<file path="config.mk">
export PLATFORM = sky130hd
export DESIGN_NAME = register_file_alu_executor
export DESIGN_NICKNAME = d
export VERILOG_FILES = /design/src/hdl/rfae_pkg.sv /design/src/hdl/rfae_regfile.sv /design/src/hdl/rfae_alu.sv /design/src/hdl/register_file_alu_executor.sv
export SDC_FILE = /design/constraint.sdc
export NUM_CORES = 2
export LEC_CHECK = 0
export ABC_CLOCK_PERIOD_IN_PS = 5400
export BUFFER_PORTS_ARGS = -buffer_cell sky130_fd_sc_hd__buf_4
export CAP_MARGIN = 20
export CORE_MARGIN = 2
export CORE_UTILIZATION = 50
export DETAILED_ROUTE_END_ITERATION = 7
export GPL_TIMING_DRIVEN = 1
export PLACE_DENSITY = 0.68
export SLEW_MARGIN = 20
export SYNTH_ARGS = -nofsm -noshare
export SYNTH_HDL_FRONTEND = slang
export SYNTH_SLANG_ARGS = --single-unit
</file>
<file path="constraint.sdc">
create_clock -name clock -period 5.4 [get_ports clock]
set_input_delay 0 -clock clock [delete_from_list [all_inputs] [get_ports clock]]
set_output_delay 0 -clock clock [all_outputs]
set_load 0.03 [all_outputs]
</file>
<file path="src/hdl/rfae_pkg.sv">
// Shared types and constants for the register-file ALU executor.
package rfae_pkg;

   localparam int unsigned OP_W    = 4;
   localparam int unsigned REG_W   = 5;
   localparam int unsigned WORD_W  = 32;
   localparam int unsigned IDX_SPAN = 32;

   localparam logic [OP_W-1:0] OP_ADD  = 4'd0;
   localparam logic [OP_W-1:0] OP_SUB  = 4'd1;
   localparam logic [OP_W-1:0] OP_SLT  = 4'd2;
   localparam logic [OP_W-1:0] OP_AND  = 4'd3;
   localparam logic [OP_W-1:0] OP_OR   = 4'd4;
   localparam logic [OP_W-1:0] OP_NOR  = 4'd5;
   localparam logic [OP_W-1:0] OP_XOR  = 4'd6;
   localparam logic [OP_W-1:0] OP_LI   = 4'd7;
   localparam logic [OP_W-1:0] OP_ADDI = 4'd8;
   localparam logic [OP_W-1:0] OP_SLTI = 4'd9;
   localparam logic [OP_W-1:0] OP_ANDI = 4'd10;
   localparam logic [OP_W-1:0] OP_ORI  = 4'd11;
   localparam logic [OP_W-1:0] OP_XORI = 4'd12;

   localparam logic [WORD_W-1:0] PC_STEP = 32'd4;

   typedef struct packed {
      logic [OP_W-1:0]          req_type;
      logic [REG_W-1:0]         dest_reg;
      logic [REG_W-1:0]         src_a_reg;
      logic [REG_W-1:0]         src_b_reg;
      logic signed [WORD_W-1:0] immediate;
   } req_item_type;

   typedef struct packed {
      logic [REG_W-1:0]         write_reg;
      logic signed [WORD_W-1:0] write_value;
      logic [WORD_W-1:0]        pc_after;
   } rsp_item_type;

endpackage

</file>
<file path="src/hdl/rfae_regfile.sv">
// Register file memory with registered read, reset-value valid bits and write bypass.
module rfae_regfile import rfae_pkg::*; #(
   parameter int NUM_REGS   = 32,
   parameter int DATA_WIDTH = 32
) (
   input  logic                        clock,
   input  logic                        reset,
   input  logic                        rd_en,
   input  logic [$clog2(NUM_REGS)-1:0] rd_addr_a,
   input  logic [$clog2(NUM_REGS)-1:0] rd_addr_b,
   input  logic                        wr_en,
   input  logic [$clog2(NUM_REGS)-1:0] wr_addr,
   input  logic [DATA_WIDTH-1:0]       wr_data,
   output logic [DATA_WIDTH-1:0]       rd_data_a,
   output logic [DATA_WIDTH-1:0]       rd_data_b
);

   localparam int IDX_W = $clog2(NUM_REGS);

   logic [DATA_WIDTH-1:0] mem [NUM_REGS];
   logic [DATA_WIDTH-1:0] raw_a_ff, raw_b_ff;
   logic [NUM_REGS-1:0]   valid_ff;
   logic                  vld_a_ff, vld_b_ff;
   logic [IDX_W-1:0]      addr_a_ff, addr_b_ff;
   logic                  byp_en_ff;
   logic [IDX_W-1:0]      byp_addr_ff;
   logic [DATA_WIDTH-1:0] byp_data_ff;

   always_ff @(posedge clock) begin
      if (wr_en) begin
         mem[wr_addr] <= wr_data;
      end
      if (rd_en) begin
         raw_a_ff <= mem[rd_addr_a];
         raw_b_ff <= mem[rd_addr_b];
      end
   end

   always_ff @(posedge clock) begin
      if (reset) begin
         valid_ff  <= '0;
         byp_en_ff <= 1'b0;
      end else begin
         if (wr_en) begin
            valid_ff[wr_addr] <= 1'b1;
         end
         // capture the write that lands on the same edge as the read
         if (rd_en) begin
            byp_en_ff <= wr_en;
         end
      end
   end

   always_ff @(posedge clock) begin
      if (rd_en) begin
         vld_a_ff    <= valid_ff[rd_addr_a];
         vld_b_ff    <= valid_ff[rd_addr_b];
         addr_a_ff   <= rd_addr_a;
         addr_b_ff   <= rd_addr_b;
         byp_addr_ff <= wr_addr;
         byp_data_ff <= wr_data;
      end
   end

   always_comb begin
      if (byp_en_ff && (byp_addr_ff == addr_a_ff)) begin
         rd_data_a = byp_data_ff;
      end else if (vld_a_ff) begin
         rd_data_a = raw_a_ff;
      end else begin
         rd_data_a = DATA_WIDTH'(addr_a_ff) + DATA_WIDTH'(1);
      end
      if (byp_en_ff && (byp_addr_ff == addr_b_ff)) begin
         rd_data_b = byp_data_ff;
      end else if (vld_b_ff) begin
         rd_data_b = raw_b_ff;
      end else begin
         rd_data_b = DATA_WIDTH'(addr_b_ff) + DATA_WIDTH'(1);
      end
   end

endmodule

</file>
<file path="src/hdl/rfae_alu.sv">
// Integer ALU: operand select, operation decode and write enable.
module rfae_alu import rfae_pkg::*; #(
   parameter int DATA_WIDTH = 32
) (
   input  logic [OP_W-1:0]       op,
   input  logic [DATA_WIDTH-1:0] opnd_a,
   input  logic [DATA_WIDTH-1:0] opnd_b,
   input  logic [DATA_WIDTH-1:0] imm,
   output logic [DATA_WIDTH-1:0] result,
   output logic                  wr_en
);

   logic [DATA_WIDTH-1:0] src_b;
   logic                  less;

   always_comb begin
      case (op) inside
         OP_ADDI, OP_SLTI, OP_ANDI, OP_ORI, OP_XORI: src_b = imm;
         default:                                    src_b = opnd_b;
      endcase
      less  = $signed(opnd_a) < $signed(src_b);
      wr_en = 1'b1;
      case (op) inside
         OP_ADD, OP_ADDI: result = opnd_a + src_b;
         OP_SUB:          result = opnd_a - src_b;
         OP_SLT, OP_SLTI: result = {{(DATA_WIDTH-1){1'b0}}, less};
         OP_AND, OP_ANDI: result = opnd_a & src_b;
         OP_OR, OP_ORI:   result = opnd_a | src_b;
         OP_NOR:          result = ~(opnd_a | src_b);
         OP_XOR, OP_XORI: result = opnd_a ^ src_b;
         OP_LI:           result = imm;
         default: begin
            // unused code: report destination content, write nothing
            result = opnd_b;
            wr_en  = 1'b0;
         end
      endcase
   end

endmodule

</file>
<file path="src/hdl/register_file_alu_executor.sv">
// Top level of the register-file ALU executor.
//
// Executes one ALU instruction per item against a register file of NUM_REGS
// words of DATA_WIDTH bits, and returns one result item per request: the
// written register index, its new value (low 32 bits) and the program counter
// after the step. The block sustains one item per cycle while rsp_ready is
// held. The register-file memory is read on the accepting edge into the
// execute stage; the ALU result is captured in the output register when that
// register is empty or being emptied, and is then presented as rsp_item. A write
// of the previous item is forwarded to operands read on the same edge, so
// dependent instructions issue back to back. Register indices are reduced
// modulo NUM_REGS; after reset register i reads i+1 through per-entry valid
// bits, so no clearing pass is needed and requests are taken right after
// reset. Unused operation codes write nothing and report the destination's
// current content. Ready depends combinationally on rsp_ready.
module register_file_alu_executor import rfae_pkg::*; #(
   parameter int NUM_REGS   = 32,
   parameter int DATA_WIDTH = 32
) (
   input  logic         clock,
   input  logic         reset,
   input  logic         req_valid,
   output logic         req_ready,
   input  req_item_type req_item,
   output logic         rsp_valid,
   input  logic         rsp_ready,
   output rsp_item_type rsp_item
);

   localparam int IDX_W = $clog2(NUM_REGS);

   // index reduction table: raw 5-bit index to register address
   logic [IDX_W-1:0] mod_lut [IDX_SPAN];
   for (genvar i = 0; i < IDX_SPAN; i++) begin : g_mod
      assign mod_lut[i] = IDX_W'(i % NUM_REGS);
   end

   logic                  req_fire;
   logic                  s1_move;
   logic                  op_unused;
   logic [IDX_W-1:0]      rd_addr_a, rd_addr_b;
   logic [63:0]           imm_wide;

   // execute stage
   logic                  s1_valid_ff, s1_valid_in;
   logic [OP_W-1:0]       s1_op_ff;
   logic [IDX_W-1:0]      s1_rd_ff;
   logic [DATA_WIDTH-1:0] s1_imm_ff;

   logic [DATA_WIDTH-1:0] opnd_a, opnd_b;
   logic [DATA_WIDTH-1:0] alu_result;
   logic                  alu_wr_en;
   logic [63:0]           result_wide;
   logic [7:0]            rd_wide;

   // output register
   logic                  rsp_valid_ff, rsp_valid_in;
   rsp_item_type          rsp_item_ff;
   logic [WORD_W-1:0]     pc_ff;

   assign req_fire  = req_valid && req_ready;
   assign s1_move   = s1_valid_ff && (!rsp_valid_ff || rsp_ready);
   assign req_ready = !s1_valid_ff || s1_move;

   // unused codes read the destination on port b to report its content
   assign op_unused = req_item.req_type > OP_XORI;
   assign rd_addr_a = mod_lut[req_item.src_a_reg];
   assign rd_addr_b = op_unused ? mod_lut[req_item.dest_reg] : mod_lut[req_item.src_b_reg];
   assign imm_wide  = 64'(req_item.immediate);

   rfae_regfile #(
      .NUM_REGS   (NUM_REGS),
      .DATA_WIDTH (DATA_WIDTH)
   ) u_regfile (
      .clock     (clock),
      .reset     (reset),
      .rd_en     (req_fire),
      .rd_addr_a (rd_addr_a),
      .rd_addr_b (rd_addr_b),
      .wr_en     (s1_move && alu_wr_en),
      .wr_addr   (s1_rd_ff),
      .wr_data   (alu_result),
      .rd_data_a (opnd_a),
      .rd_data_b (opnd_b)
   );

   rfae_alu #(
      .DATA_WIDTH (DATA_WIDTH)
   ) u_alu (
      .op     (s1_op_ff),
      .opnd_a (opnd_a),
      .opnd_b (opnd_b),
      .imm    (s1_imm_ff),
      .result (alu_result),
      .wr_en  (alu_wr_en)
   );

   assign result_wide = 64'(alu_result);
   assign rd_wide     = 8'(s1_rd_ff);

   always_comb begin
      s1_valid_in = s1_valid_ff;
      if (req_fire) begin
         s1_valid_in = 1'b1;
      end else if (s1_move) begin
         s1_valid_in = 1'b0;
      end
      rsp_valid_in = rsp_valid_ff;
      if (s1_move) begin
         rsp_valid_in = 1'b1;
      end else if (rsp_ready) begin
         rsp_valid_in = 1'b0;
      end
   end

   always_ff @(posedge clock) begin
      if (reset) begin
         s1_valid_ff  <= 1'b0;
         rsp_valid_ff <= 1'b0;
         pc_ff        <= '0;
      end else begin
         s1_valid_ff  <= s1_valid_in;
         rsp_valid_ff <= rsp_valid_in;
         if (s1_move) begin
            pc_ff <= pc_ff + PC_STEP;
         end
      end
   end

   // hold decoded fields while the item waits in the execute stage
   always_ff @(posedge clock) begin
      if (req_fire) begin
         s1_op_ff  <= req_item.req_type;
         s1_rd_ff  <= mod_lut[req_item.dest_reg];
         s1_imm_ff <= imm_wide[DATA_WIDTH-1:0];
      end
      if (s1_move) begin
         rsp_item_ff.write_reg   <= rd_wide[REG_W-1:0];
         rsp_item_ff.write_value <= result_wide[WORD_W-1:0];
         rsp_item_ff.pc_after    <= pc_ff + PC_STEP;
      end
   end

   assign rsp_valid = rsp_valid_ff;
   assign rsp_item  = rsp_item_ff;

endmodule

</file>
# [Yosys cells after proc, flatten, opt, wreduce, memory -nomap -nowiden]
# Memory sizes are Yosys's and may differ from the RTL's. A register that Yosys moved wholly into a read port is not among the register bits.
# Index checks and enable logic that the tools add are counted.
# Widths: inputs -> output; s select.
[op_classes] addsub=5 magnitude_cmp=9 eq_ne=14 n_mux=40 bitwise_logic=8 reduce_logical=19
[ops] op="$mux 32" count=13
[ops] op="$or 32x32->32" count=2
[ops] op="$mux 5" count=7
[ops] op="$add 32x3->32 const B" count=1
[ops] op="$add 32x32->32" count=1
[ops] op="$and 32x32->32" count=1
[ops] op="$lt 32x32->1" count=1
[ops] op="$not 32->32" count=1
[ops] op="$sub 32x32->32" count=1
[ops] op="$xor 32x32->32" count=1
[ops] op="$eq 4x4->1 const B" count=5
[ops] op="$ge 6x6->1 const B" count=3
[ops] op="$lt 5x6->1 const B" count=3
[ops] op="$not 5->6" count=3
[ops] op="$mux 1" count=17
[ops] op="$eq 4x3->1 const B" count=4
[ops] op="$add 5x1->6 const B" count=2
[ops] op="$bmux 1 s5" count=2
[ops] op="$eq 5x5->1" count=2
[ops] op="$reduce_or 2->1" count=5
[ops] op="$eq 4x2->1 const B" count=2
[ops] op="$logic_and 1x1->1" count=6
[ops] op="$demux 1 s5" count=1
[ops] op="$ge 5x1->1 const B" count=1
[ops] op="7 further kinds" count=10
[word_totals] ff_bits=226 ram_bits=1024 mem_bits_ro=480 inputBits=55 word_cells=116 memories=4
[mem_list] memory="u_regfile.mem" depth=32 word_bits=32 read_ports=2 rd_ports_with_merged_regs=2 write_ports=1 line_no="rfae_regfile.sv:20" text="logic [DATA_WIDTH-1:0] mem [NUM_REGS];"
[mem_list] memory="(no name shown)" depth=32 word_bits=5 read_ports=1 rd_ports_with_merged_regs=0 write_ports=0 line_no="register_file_alu_executor.sv:134" text="s1_rd_ff <= mod_lut[req_item.dest_reg];"
[mem_list] memory="(no name shown)" depth=32 word_bits=5 read_ports=1 rd_ports_with_merged_regs=0 write_ports=0 line_no="register_file_alu_executor.sv:68" text="assign rd_addr_b = op_unused ? mod_lut[req_item.dest_reg] : mod_lut[req_item.src_b_reg];"
[mem_list] memory="(no name shown)" depth=32 word_bits=5 read_ports=1 rd_ports_with_merged_regs=0 write_ports=0 line_no="register_file_alu_executor.sv:67" text="assign rd_addr_a = mod_lut[req_item.src_a_reg];"

# [Logic depth before layout (Yosys ltp)]
[logic_depth] ltp_word=12 depth_mapped=23 depth_no_buf=20

# [Modules after synthesis]
# A second synthesis with hierarchy kept.
[hier_totals] cells_unflattened=5321 area_unflattened_um2=67080.6
[by_module_without_submodules] module="rfae_regfile" n_inst=1 cells_per_inst=3929 area_each_um2=54954.0 seq_area_each_um2=34803.4
[by_module_without_submodules] module="rfae_alu" n_inst=1 cells_per_inst=1018 area_each_um2=6715.2 seq_area_each_um2=0.0
[by_module_without_submodules] module="register_file_alu_executor" n_inst=1 cells_per_inst=374 area_each_um2=5411.4 seq_area_each_um2=3883.7

# [Worst setup path after synthesis]
# OpenSTA, ideal clock, no wires.
[synth_timing] path_type="reg-to-reg" startpoint="register u_regfile.addr_b_ff[2]" endpoint="register rsp_item_ff (netlist bit rsp_item[52]), data pin" setup_time_ns=0.469 arrival_ns=5.471 setup_slack_ns=-0.541 stages_incl_launch_ff=23 period_less_slack_ns=5.941 cell_sequence="edfxtp_1 -> xnor2_2 -> nand4_2 -> nor2_1 -> clkbuf_1 -> buf_1 -> clkbuf_1 -> nand2_1 -> o21ai_0 -> nor2_1 -> nor2_1 -> ha_1 -> clkbuf_1 -> and2b_1 -> o21bai_1 -> a21oi_1 -> o21bai_1 -> nand2_1 -> o311ai_0 -> nand2_1 -> a21oi_1 -> mux2i_1 -> o21ai_0"
[synth_via] elab_chain_len=12
[synth_rtl] element="from (decl)" line_no="rfae_regfile.sv:24" text="logic [IDX_W-1:0] addr_a_ff, addr_b_ff;"
[synth_rtl] element="from (signal assigned)" line_no="rfae_regfile.sv:59" text="addr_b_ff <= rd_addr_b;"
[synth_rtl] element="parallel branches: the longest is 2 deep, another holds $add 5x1->6"
[synth_rtl] element="$mux 32 *" line_no="rfae_regfile.sv:73" text="if (byp_en_ff && (byp_addr_ff == addr_b_ff)) begin"
[synth_rtl] element="parallel branches: the longest is 8 deep, another holds $sub 32x32->32"
[synth_rtl] element="$mux 32 *" line_no="rfae_alu.sv:23" text="case (op) inside"
[synth_rtl] element="named net alu_result[20]" line_no="register_file_alu_executor.sv:51" text="logic [DATA_WIDTH-1:0] alu_result;"
[synth_rtl] element="to (decl)" line_no="register_file_alu_executor.sv:58" text="rsp_item_type rsp_item_ff;"
# Mark *: on every way through the listed nets, which the timed path passes.
# A chain may end at the register's enable or synchronous reset.

# [Final worst setup path]
[layout_timing] startpoint="register u_regfile.addr_b_ff[3]" endpoint="memory u_regfile.mem[28][31], data pin"
[layout_via] elab_chain_len=12
[layout_rtl] element="parallel branches: the longest is 2 deep, another holds $add 5x1->6"
[layout_rtl] element="$mux 32 *" line_no="rfae_regfile.sv:73"
[layout_rtl] element="parallel branches: the longest is 8 deep, another holds $sub 32x32->32"
[layout_rtl] element="$mux 32 *" line_no="rfae_alu.sv:23"
[layout_rtl] element="named net alu_result[31]" line_no="register_file_alu_executor.sv:51"
[layout_rtl] element="to (decl)" line_no="rfae_regfile.sv:20"
# Marked as above.

==> qor.yml <==
status: "finished with violations"
violations: "DRC"
drv_cap: 0
ant_nets: 0
slowest_delay_ns: 0.51
path_delay_family: "compound AO/OA/AOI/OAI gates"
yosys-top-cells-count: "nand2_1, edfxtp_1, nand3_1, nor2_1, clkbuf_1"
yosys_warnings: 0
cp_slowest_cell: "or4_1"
yosysMostFrequentCell: "nand2_1"
fmax_mhz: 195.8
grt_overflow: 0
skew_ns: 0.02613
slew_headroom_pct: 18.83
grt_usage_pct: 32.94
avgRoutedWirePerCell_um: 30.00
maxSlewViolCount: 0
drc: 1
path_clk_slew_ns: 0.06
drt-pass1-iter-count: 8
ys.flop_type: "edfxtp_1"
insertedDiodeCount: 0
path_cells: "xnor2_1 -> nand4_2 -> nor2_4 -> buf_12 -> a21oi_1 -> o21ai_0 -> buf_4 -> inv_1 -> ha_1 -> o21bai_1 -> a21oi_1 -> o21bai_1 -> or2b_2 -> o211ai_2 -> a311oi_4 -> a21boi_2 -> a21o_1 -> a21o_1 -> or4_1 -> nand3_1 -> buf_12"
num_rows: 133
worstPathRequired_ns: 6.01
port_buffers: 123
synth_area_leader_cell: "edfxtp_1"
finalPower_mw: 25.96
vias: 49774
synth-seq-area-share_pct: 58.40
dp_slack_ns: 0.1689
worst_pin_slew_ns: 1.207
stdcell_count: 7521
nets: 5813
ys_async_sr_fraction_pct: 0
synth.avg_cell_area_um2: 12.02
crit_fanout: 55
p_per_area_mw_per_mm2: 341.9
core_area_mm2: 0.1315
synth.area.top_cells: "edfxtp_1, mux4_2, nand2_1, nand3_1, a311oi_1"
ios: 126
ctsHtreeMaxLevel: 4
power.leakage_nw: 26.43
path_buf_inv: 4
hp-class: "in2reg"
tritoncts: "built"
drive_above_1_share_pct: 17.22
cts_buffers: 139
via_per_inst: 6.618
cp-end-kind: "flop"
nFillCells: 10365
final.min_clock_period_ns: 5.107
die_h_um: 368.0
worstSetupPathType: "reg2reg"
hold_violations: 0
clockBufferDepth: 3
hpwl_um: 130300
syn-instance-count: 5513
ir_drop_uv: 259.6
grt_pass1_wl_um: 325600
tns_ns: 0
syn_area_mm2: 0.06625
grt_setup_unrepaired: "no"
root_buffer: "clkbuf_16"
ys_ff_latch: 1310
gp_congestion: 0.9248
layout-area-overhead-vs-synth_pct: 14.63
drt_iter0_markers: 7464
routed_wl_um: 225600
critPathLaunchType: "flop"
antenna_found_initial: 5
dieArea_mm2: 0.1354
post-place-cells: 7175
synth_edf_count: 1245
clock_latency_ns: 0.79
fin_crit_sh_pct: 94.57
fin_util_pct: 57.77
synth_top_area_share_pct: 56.43
setup_viol: 0
cp.arrival_ns: 5.72
initial_core_util_pct: 50.39
fin_ws_ns: 0.2930
cts_sinks: 1310
die_x_um: 368.0
grt_pass1_vias: 47635
grt_max_degree: 156
synth.distinct_cells: 93
## per-stage QoR
stage	instance area (µm²)	hold slack (ns)
after floorplan	66260	0.09887
after global placement	70440	0.1794
after detailed placement	70440	0.1796
after CTS	75860	0.06659
after global routing	75940	0.07555
final	75940	0.08666
## where the power goes
part	internal, mW	leakage [nW]	switching, mW
clock network	5.44	2.18	4.09
logic	1.41	12.4	2.90
registers	11.9	11.9	0.173
## worst register-to-register path, cell delays in order (launching register included)
cell	delay [ns]
edfxtp_1	0.46
xnor2_1	0.25
nand4_2	0.17
nor2_4	0.19
buf_12	0.28
a21oi_1	0.13
o21ai_0	0.16
buf_4	0.16
inv_1	0.05
ha_1	0.18
o21bai_1	0.15
a21oi_1	0.35
o21bai_1	0.10
or2b_2	0.19
o211ai_2	0.14
a311oi_4	0.40
a21boi_2	0.16
a21o_1	0.30
a21o_1	0.23
or4_1	0.51
nand3_1	0.15
buf_12	0.20
## area by class of cell
type | instances | area, µm² | share of cell area, %
Clock inverter | 72 | 715.7 | 0.9424
Multi-Input combinational cell | 3681 | 26080 | 34.34
Tap cell | 1755 | 2196 | 2.892
Sequential cell | 1310 | 38690 | 50.94
Clock buffer | 177 | 3767 | 4.961
Timing Repair Buffer | 417 | 4070 | 5.360
Inverter | 109 | 430.4 | 0.5668
## layout by cell type, fill, tap and decap left out, types with 98 or more instances in the layout
cell type  netlist  final
clkbuf_16        0    144
nor2_1         369    332
a311oi_1       198    198
edfxtp_1      1245   1245
mux4_2         330    330
and3_1         112    112
o21ai_0        164    156
nand3_1        430    430
nand2_1       1294   1294
a21oi_1        127    126
ha_1            98     98
inv_1          102    100
buf_4            3    266
## cell families after synthesis
| logic type | count (synthesis) | synth area share, % |
|---|---|---|
| compound gates | 793 | 8.572 |
| xor+xnor | 77 | 1.052 |
| fa+ha+maj | 100 | 1.911 |
| buf+inv | 523 | 3.065 |
| flops | 1310 | 58.40 |
| mux | 383 | 12.08 |
| other cells | 1 | 0.005660 |
| simple gates | 2326 | 14.91 |
## timing repair
item / in CTS / in global routing
endpoints found under the hold margin: 110 / 0
setup endpoints to repair: 0 / 305
hold buffers: 93 / 0
buffers inserted: 0 / 4
resized for setup: 0 / 9
## flip-flops by register name, indices dropped and copies added, names as in the netlist, 5 cells and up
name	cells
u_regfile.addr_b_ff	5
s1_imm_ff	32
u_regfile.addr_a_ff	5
u_regfile.byp_addr_ff	5
u_regfile.valid_ff	32
s1_rd_ff	5
u_regfile.raw_b_ff	32
u_regfile.byp_data_ff	32
rsp_item	67
u_regfile.raw_a_ff	32
u_regfile.mem	1024
pc_ff	30
## layer usage
metal	up-vias	part of all wire [%]	track usage, %
li1	21066	-	-
met2	3677	45	50.96
met3	620	13	7.883
met1	24407	37	44.44
met4	4	5.0	14.59
met5	-	0.0098	0
## path summary, 6_finish.rpt
check                         start                      to  slack, ns  cells after the start
max          u_regfile.addr_b_ff[3]   u_regfile.mem[28][31]       0.29                     21
min                    req_item[38]  u_regfile.addr_a_ff[1]       0.09                      2
max reg2reg  u_regfile.addr_b_ff[3]   u_regfile.mem[28][31]       0.29                     21
min reg2reg  u_regfile.valid_ff[15]  u_regfile.valid_ff[15]       0.50                      2
(Power assumes the default switching activity.)
